**src/design/epr_pkg.sv**
```systemverilog
// Shared constants, types and coefficient helpers for the precession rotator.
// No dependencies; every other design file refers to it by scoped names.
package epr_pkg;

  localparam int COORD_WIDTH = 32;
  localparam int MAT_W = 32;
  localparam int MAT_FRAC = 30;
  localparam int PROD_W = COORD_WIDTH + MAT_W;
  localparam int SUM_W = PROD_W + 2;

  localparam int EPOCH_W = 38;
  localparam int CFG_DW = 64;
  localparam int CFG_AW = 4;
  localparam logic [EPOCH_W-1:0] EPOCH_J2000 = 38'd160664453120;

  localparam int CORDIC_STEPS = 30;
  localparam int CORDIC_W = 34;
  localparam int CORDIC_IW = 5;
  localparam logic signed [CORDIC_W-1:0] CORDIC_GAIN = 34'sd652032874;
  localparam logic [31:0] ATAN_TAB [CORDIC_STEPS] = '{
    32'd536870912, 32'd316933406, 32'd167458907, 32'd85004756, 32'd42667331,
    32'd21354465, 32'd10679838, 32'd5340245, 32'd2670163, 32'd1335087,
    32'd667544, 32'd333772, 32'd166886, 32'd83443, 32'd41722, 32'd20861,
    32'd10430, 32'd5215, 32'd2608, 32'd1304, 32'd652, 32'd326, 32'd163,
    32'd81, 32'd41, 32'd20, 32'd10, 32'd5, 32'd3, 32'd1};

  // constant divisions as reciprocal multiplies: floor(n * R >> RECIP_SH)
  // is exact for n < 2^57; the turn divisor 1296000 is 10125 << 7
  localparam int RECIP_SH = 73;
  localparam int TURN_PRESH = 7;
  localparam logic [127:0] DIV_CENT = 128'd36525;
  localparam logic [127:0] DIV_TURN_ODD = 128'd10125;
  localparam logic [63:0] RECIP_CENT =
    64'(((128'd1 << RECIP_SH) + DIV_CENT - 128'd1) / DIV_CENT);
  localparam logic [63:0] RECIP_TURN =
    64'(((128'd1 << RECIP_SH) + DIV_TURN_ODD - 128'd1) / DIV_TURN_ODD);

  // micro-units to Q32, round half up
  function automatic logic signed [63:0] coef(input logic [63:0] micro);
    logic [63:0] v;
    v = ((micro << 32) + 64'd500000) / 64'd1000000;
    return signed'(v);
  endfunction

  localparam logic signed [63:0] K_LIN0 = coef(64'd2306218100);
  localparam logic signed [63:0] K_LIN1 = coef(64'd1396560);
  localparam logic signed [63:0] K_LIN2 = coef(64'd139);
  localparam logic signed [63:0] K_ZE2 = coef(64'd301880);
  localparam logic signed [63:0] K_ZE2T = coef(64'd344);
  localparam logic signed [63:0] K_ZE3 = coef(64'd17998);
  localparam logic signed [63:0] K_Z2 = coef(64'd1094680);
  localparam logic signed [63:0] K_Z2T = coef(64'd66);
  localparam logic signed [63:0] K_Z3 = coef(64'd18203);
  localparam logic signed [63:0] K_TH1 = coef(64'd2004310900);
  localparam logic signed [63:0] K_TH1T = coef(64'd853300);
  localparam logic signed [63:0] K_TH217 = coef(64'd217);
  localparam logic signed [63:0] K_TH2 = coef(64'd426650);
  localparam logic signed [63:0] K_TH3 = coef(64'd41833);

  typedef logic signed [COORD_WIDTH-1:0] coord_t;

  typedef struct packed {
    logic signed [MAT_W-1:0] c0;
    logic signed [MAT_W-1:0] c1;
    logic signed [MAT_W-1:0] c2;
  } row_t;

  typedef struct packed {
    logic ok;
    row_t [2:0] rows;
  } mat_t;

  typedef struct packed {
    logic adv;
    logic vp;
  } pipe_ctl_t;

endpackage

```
**src/design/epr_out_if.sv**
```systemverilog
// Result channel: one rotated vector word with valid/ready.
// Depends on epr_pkg for the coordinate type.
interface epr_out_if;
  logic valid;
  logic ready;
  epr_pkg::coord_t rot_x;
  epr_pkg::coord_t rot_y;
  epr_pkg::coord_t rot_z;
  modport source(output valid, output rot_x, output rot_y, output rot_z, input ready);
  modport sink(input valid, input rot_x, input rot_y, input rot_z, output ready);
endinterface

```
**src/design/epr_merge.sv**
```systemverilog
// Output register: gathers the three lane results into one result word.
// Depends on epr_pkg and epr_out_if.
module epr_merge (
  input  logic clk,
  input  logic rst_n,
  input  epr_pkg::pipe_ctl_t ctl_i,
  input  epr_pkg::coord_t rx,
  input  epr_pkg::coord_t ry,
  input  epr_pkg::coord_t rz,
  epr_out_if.source out_ch
);
  logic valid_r;
  epr_pkg::coord_t x_r, y_r, z_r;

  always_ff @(posedge clk) begin
    if (!rst_n) valid_r <= 1'b0;
    else if (ctl_i.adv) valid_r <= ctl_i.vp;
  end

  always_ff @(posedge clk) begin
    if (ctl_i.adv && ctl_i.vp) begin
      x_r <= rx;
      y_r <= ry;
      z_r <= rz;
    end
  end

  assign out_ch.valid = valid_r;
  assign out_ch.rot_x = x_r;
  assign out_ch.rot_y = y_r;
  assign out_ch.rot_z = z_r;
endmodule

```
**src/flat_wrapper.sv**
```systemverilog
// flat-port wrapper written by rule: the top's interface ports become plain ports
module epr_merge_flat 
  (clk, rst_n, ctl_i, rx, ry, rz, out_ch_valid, out_ch_rot_x, out_ch_rot_y, out_ch_rot_z, out_ch_ready);
  epr_out_if out_ch_i ();
  input  logic clk;
  input  logic rst_n;
  input  epr_pkg::pipe_ctl_t ctl_i;
  input  epr_pkg::coord_t rx;
  input  epr_pkg::coord_t ry;
  input  epr_pkg::coord_t rz;
  output wire logic [$bits(out_ch_i.valid)-1:0] out_ch_valid;
  output wire logic [$bits(out_ch_i.rot_x)-1:0] out_ch_rot_x;
  output wire logic [$bits(out_ch_i.rot_y)-1:0] out_ch_rot_y;
  output wire logic [$bits(out_ch_i.rot_z)-1:0] out_ch_rot_z;
  input wire logic [$bits(out_ch_i.ready)-1:0] out_ch_ready;
  assign out_ch_valid = out_ch_i.valid;
  assign out_ch_rot_x = out_ch_i.rot_x;
  assign out_ch_rot_y = out_ch_i.rot_y;
  assign out_ch_rot_z = out_ch_i.rot_z;
  assign out_ch_i.ready = out_ch_ready;
  epr_merge u_core (.clk(clk), .rst_n(rst_n), .ctl_i(ctl_i), .rx(rx), .ry(ry), .rz(rz), .out_ch(out_ch_i));
endmodule
```
**config.mk**
```make
export PLATFORM = sky130hd
export DESIGN_NAME = epr_merge_flat
export DESIGN_NICKNAME = d
export VERILOG_FILES = /design/src/design/epr_pkg.sv /design/src/design/epr_out_if.sv /design/src/design/epr_merge.sv /design/src/flat_wrapper.sv
export SDC_FILE = /design/constraint.sdc
export NUM_CORES = 1
export LEC_CHECK = 0
export CAP_MARGIN = 40
export CORE_UTILIZATION = 25
export DETAILED_ROUTE_END_ITERATION = 12
export DONT_BUFFER_PORTS = 1
export GPL_ROUTABILITY_DRIVEN = 0
export SLEW_MARGIN = 20
export SYNTH_ARGS = -nofsm -noshare
export SYNTH_HDL_FRONTEND = slang
export SYNTH_SLANG_ARGS = --single-unit
```
**constraint.sdc**
```tcl
create_clock -name clk -period 1.5 [get_ports clk]
set_input_delay 0.225 -clock clk [delete_from_list [all_inputs] [get_ports clk]]
set_output_delay 0.225 -clock clk [all_outputs]
set_load 0.1 [all_outputs]
```
**Word-level counts from Yosys, hierarchy flattened**

Cells that the tools add are included.

- Flip-flop bits (word level): 97
- Bits of input ports: 101
- Output and inout port bits: 97
- Word-level logic and storage cells: 5

- Reduce and logical (&&, ||, !) cells: 1

Operator list:

| cell | number |
|---|---|
| 1-bit logical AND | 1 |

**Depth between registers and ports, before layout**

- Depth in word-level cells: 1
- Gate-level depth with buffers: 2
- Gate-level depth less buffers: 2

**Worst setup path before layout**

Ideal clock, no wire load.

- Path kind: input port to flip-flop
- Start: in ctl_i[1] (netlist name)
- End: reg u_core.x_r[0], in the netlist u_core.out_ch.rot_x[0], enable pin
- Library setup time: 388 ps
- Arrival time: 976 ps
- Data required time: 1112 ps
- Path slack: 136 ps
- Cell stages on the path: 1
- Path buffers: 0
- Cell sequence: and2_4

- Longest elaborated chain between the ends: 1

Ends and longest elaborated chain:

| what | RTL line | RTL |
|---|---|---|
| start: declaration | flat_wrapper.sv:7 | `input epr_pkg::pipe_ctl_t ctl_i;` |
| 1-bit logical AND | epr_merge.sv:21 | `if (ctl_i.adv && ctl_i.vp) begin` |
| end signal: assignment | epr_merge.sv:22 | `x_r <= rx;` |
| end: declaration | epr_merge.sv:13 | `epr_pkg::coord_t x_r, y_r, z_r;` |

Every way passes these cells.
A chain may end at the register's enable or synchronous reset.

**Final worst setup path**

- Start: reg u_core.z_r[18], in the netlist u_core.out_ch.rot_z[18]
- End: out out_ch_rot_z[18]

RTL lines:

| what | RTL line | RTL |
|---|---|---|
| start: declaration | epr_merge.sv:13 |  |
| start signal: assignment | epr_merge.sv:24 | `z_r <= rz;` |
| end: declaration | flat_wrapper.sv:14 | `output wire logic [$bits(out_ch_i.rot_z)-1:0] out_ch_rot_z;` |

No word-level cell between the ends.

==> impl_summary.txt <==
----------------------------------------------------
[GRT]
  GR Util All Layers ... 12.19%
  Final global-route overflow total ... 0
  Antenna violations before repair ... 0
  Via count of the first global-routing pass ... 1901
  Global-route wire length before repair ... 10.38 mm
  Largest net degree at the start of global routing ... 50

[Die]
  Top-level port count ... 198
  Starting Density ... 25.63%
  Area of the die ... 0.01214 mm²
  Number of placement rows ... 39
  Die Y ... 110.2 µm
  Die Wd ... 110.2 µm
  Floorplan Core Area ... 0.01142 mm²

[Logic synthesis]
  Portion of the post-synthesis area used by sequential elements ... 99.19%
  Number of warnings reported in the yosys synthesis log ... 0
  Number of flip-flops and latches in the synthesized netlist ... 97
  Number of different library cells in the post-synthesis netlist ... 5
  Cells after synthesis ... 100
  Share of Yosys cell area claimed by the top area cell type ... 98.50%
  Post-Synthesis Cell Area ... 0.002927 mm²
  Top cell type by total area after synthesis ... edfxtp_1
  Syn_nets ... 201
  Synthesized area per cell ... 29.27 µm²
  Area contributors post-synth ... edfxtp_1, dfxtp_1, and2_4

[Clock network]
  Maximum buffer depth of the clock tree ... 2
  Number of resized instances in the post-cts repair step ... 0
  CTS root buffer ... clkbuf_16
  Maximum level of the CTS H-tree ... 3
  TritonCTS clock tree ... built
  Skew-Pair Late Insertion Delay ... 0.34 ns
  Clock slew seen by the registers of the worst setup and hold paths ... 0.06 ns
  Inserted Clock Buffers ... 9
  Total clock sinks ... 97

[Final layout]
  Area taken by multi-input logic gates ... 23.77 µm²
  Most common cell after layout, fill and taps aside ... buf_4
  Synthesis-to-finish area growth ... 75.59%
  Number of inserted diodes ... 0
  Most used cells in the layout excluding fill and tap cells ... buf_4, dlygate4sd3_1, edfxtp_1
  Number of fillers in the final layout ... 1027
  Share of cells above drive strength 1 ... 35.69%
  Sequential standard cell area ... 0.002903 mm²
  Layout net count ... 407

[Setup path]
  Worst setup SP type ... flop
  Critical path's largest stage delay ... 0.36 ns
  Maximum fanout count along the critical path ... 1
  Number of buffer and inverter instances along the worst setup path ... 1
  Worst EP required ... 1.27 ns
  Category of cells accounting for the largest share of critical-path delay ... flip-flops
  Worst path arrival time ... 1.00 ns
  Ordered list of cells on the worst path ... buf_4
  Critical path start-end classification ... flop to output pin
  Endpoint type of the worst setup path ... output pin
  Cell with the biggest individual delay on the critical path ... edfxtp_1

[Detailed routing]
  Detail-routed via count per cell ... 3.963
  Average routed wire per standard cell ... 16.38 µm
  Number of vias in the routed layout ... 1799
  Total Wirelength ... 7.438 mm
  ANT nets after route ... 0
  Post-route DRC ... 0
  Drt first pass iters ... 4
  Detailed router's first-iteration violation count ... 66

[STA]
  Tightest Pin Transition ... 0.3026 ns
  RSZ-0062 raised after global routing ... false
  Max Slew Vio Count ... 0
  Post-route clock period utilization ... 81.54%
  Setup TNS after final layout ... 0 ns
  Highest clock frequency the design can meet ... 0.8176 GHz
  Min Hold Slack ... 0.01380 ns
  Worst rel slew slack ... 79.99%
  Clk_skew ... 0 ns
  Final hold vios ... 0
  Period minus WS final ... 1.223 ns
  Final worst-path setup slack ... 0.2769 ns
  Final setup vio count ... 0

[Power]
  NetSw ... 2.408 mW
  Sequential group share of total power ... 43.5%
  PD cells ... 1446 mW/mm²
  Power share of the combinational group ... 24.5%
  Leakage power total ... 1.953 nW
  Switching Share ... 32.39%
  Relative contribution of the clock network to total power ... 31.9%
  Total chip power ... 7.433 mW
  Peak VDD IR ... 0.0005630 V
  Pint ... 5.025 mW

[Placement]
  Post-Place Worst Slack ... 0.4970 ns
  Port bufs ... 0

[Min path]
  Path category of the worst min-delay check ... primary input to flop

[Outcome]
  Outcome ... complete, no violations

[Run]
  Max-Cap Viols ... 0

----------------------------------------------------
metrics by stage:
step / util [%] / instances / cell area [µm²]
after CTS: 45.00 / 454 / 5139
after detailed placement: 33.93 / 342 / 3874
final: 45.00 / 454 / 5139
after global placement: 33.93 / 342 / 3874
after global routing: 45.00 / 454 / 5139
after floorplan: - / 100 / 2927
kinds of logic after synthesis:
| logic type | share of synthesized area [%] |
|---|---|
| AO/OA/AOI/OAI | 0.2566 |
| flip-flops | 99.19 |
| AND/OR/NAND/NOR | 0.5559 |
sequential cells by signal, indices dropped and copies added (netlist names):
name                 cells
u_core.out_ch.rot_z     32
u_core.out_ch.rot_y     32
u_core.out_ch.valid      1
u_core.out_ch.rot_x     32
final cells by class:
cell class                 count  area share (%)
sequential                    97           56.49
timing repair buffer         195           33.65
clock buffer                  12           4.602
tap                          143           3.482
clock inverter                 4           1.315
multi-input combinational      3          0.4626
timing repair:
action / CTS / global route
buffers inserted: 0 / 0
hold buffers: 96 / 0
endpoints found under the hold margin: 96 / 0
Yosys cell counts:
library cell	n
dfxtp_1	1
edfxtp_1	96
o21a_1	1
and2_4	1
and2b_1	1
power by group through the flow:
stage	Combinational, mW	Sequential (mW)	Clock (mW)
3_5_place_dp	1.63	3.29	0
6_report	1.82	3.23	2.37
4_1_cts	1.83	3.23	2.42
5_1_grt	1.87	3.25	2.55
2_1_floorplan	0.0395	4.57	0
3_3_place_gp	1.63	3.28	0
layer usage:
metal	vias up	global-route usage [%]	part of all wire, %
li1	817	-	-
met1	856	12.42	35
met4	0	7.519	2.6
met2	114	20.49	51
met5	-	0	0
met3	12	5.409	11
worst paths after layout:
check | from | to | slack (ns) | cells past startpoint
min | rst_n | u_core.out_ch.valid$_SDFFE_PN0P_ | 0.01 | 1
max | u_core.out_ch.rot_z[18]$_DFFE_PP_ | out_ch_rot_z[18] | 0.28 | 1
max reg2reg | u_core.out_ch.valid$_SDFFE_PN0P_ | u_core.out_ch.valid$_SDFFE_PN0P_ | 0.77 | 2
min reg2reg | u_core.out_ch.valid$_SDFFE_PN0P_ | u_core.out_ch.valid$_SDFFE_PN0P_ | 0.59 | 2
(Power assumes the default switching activity.)
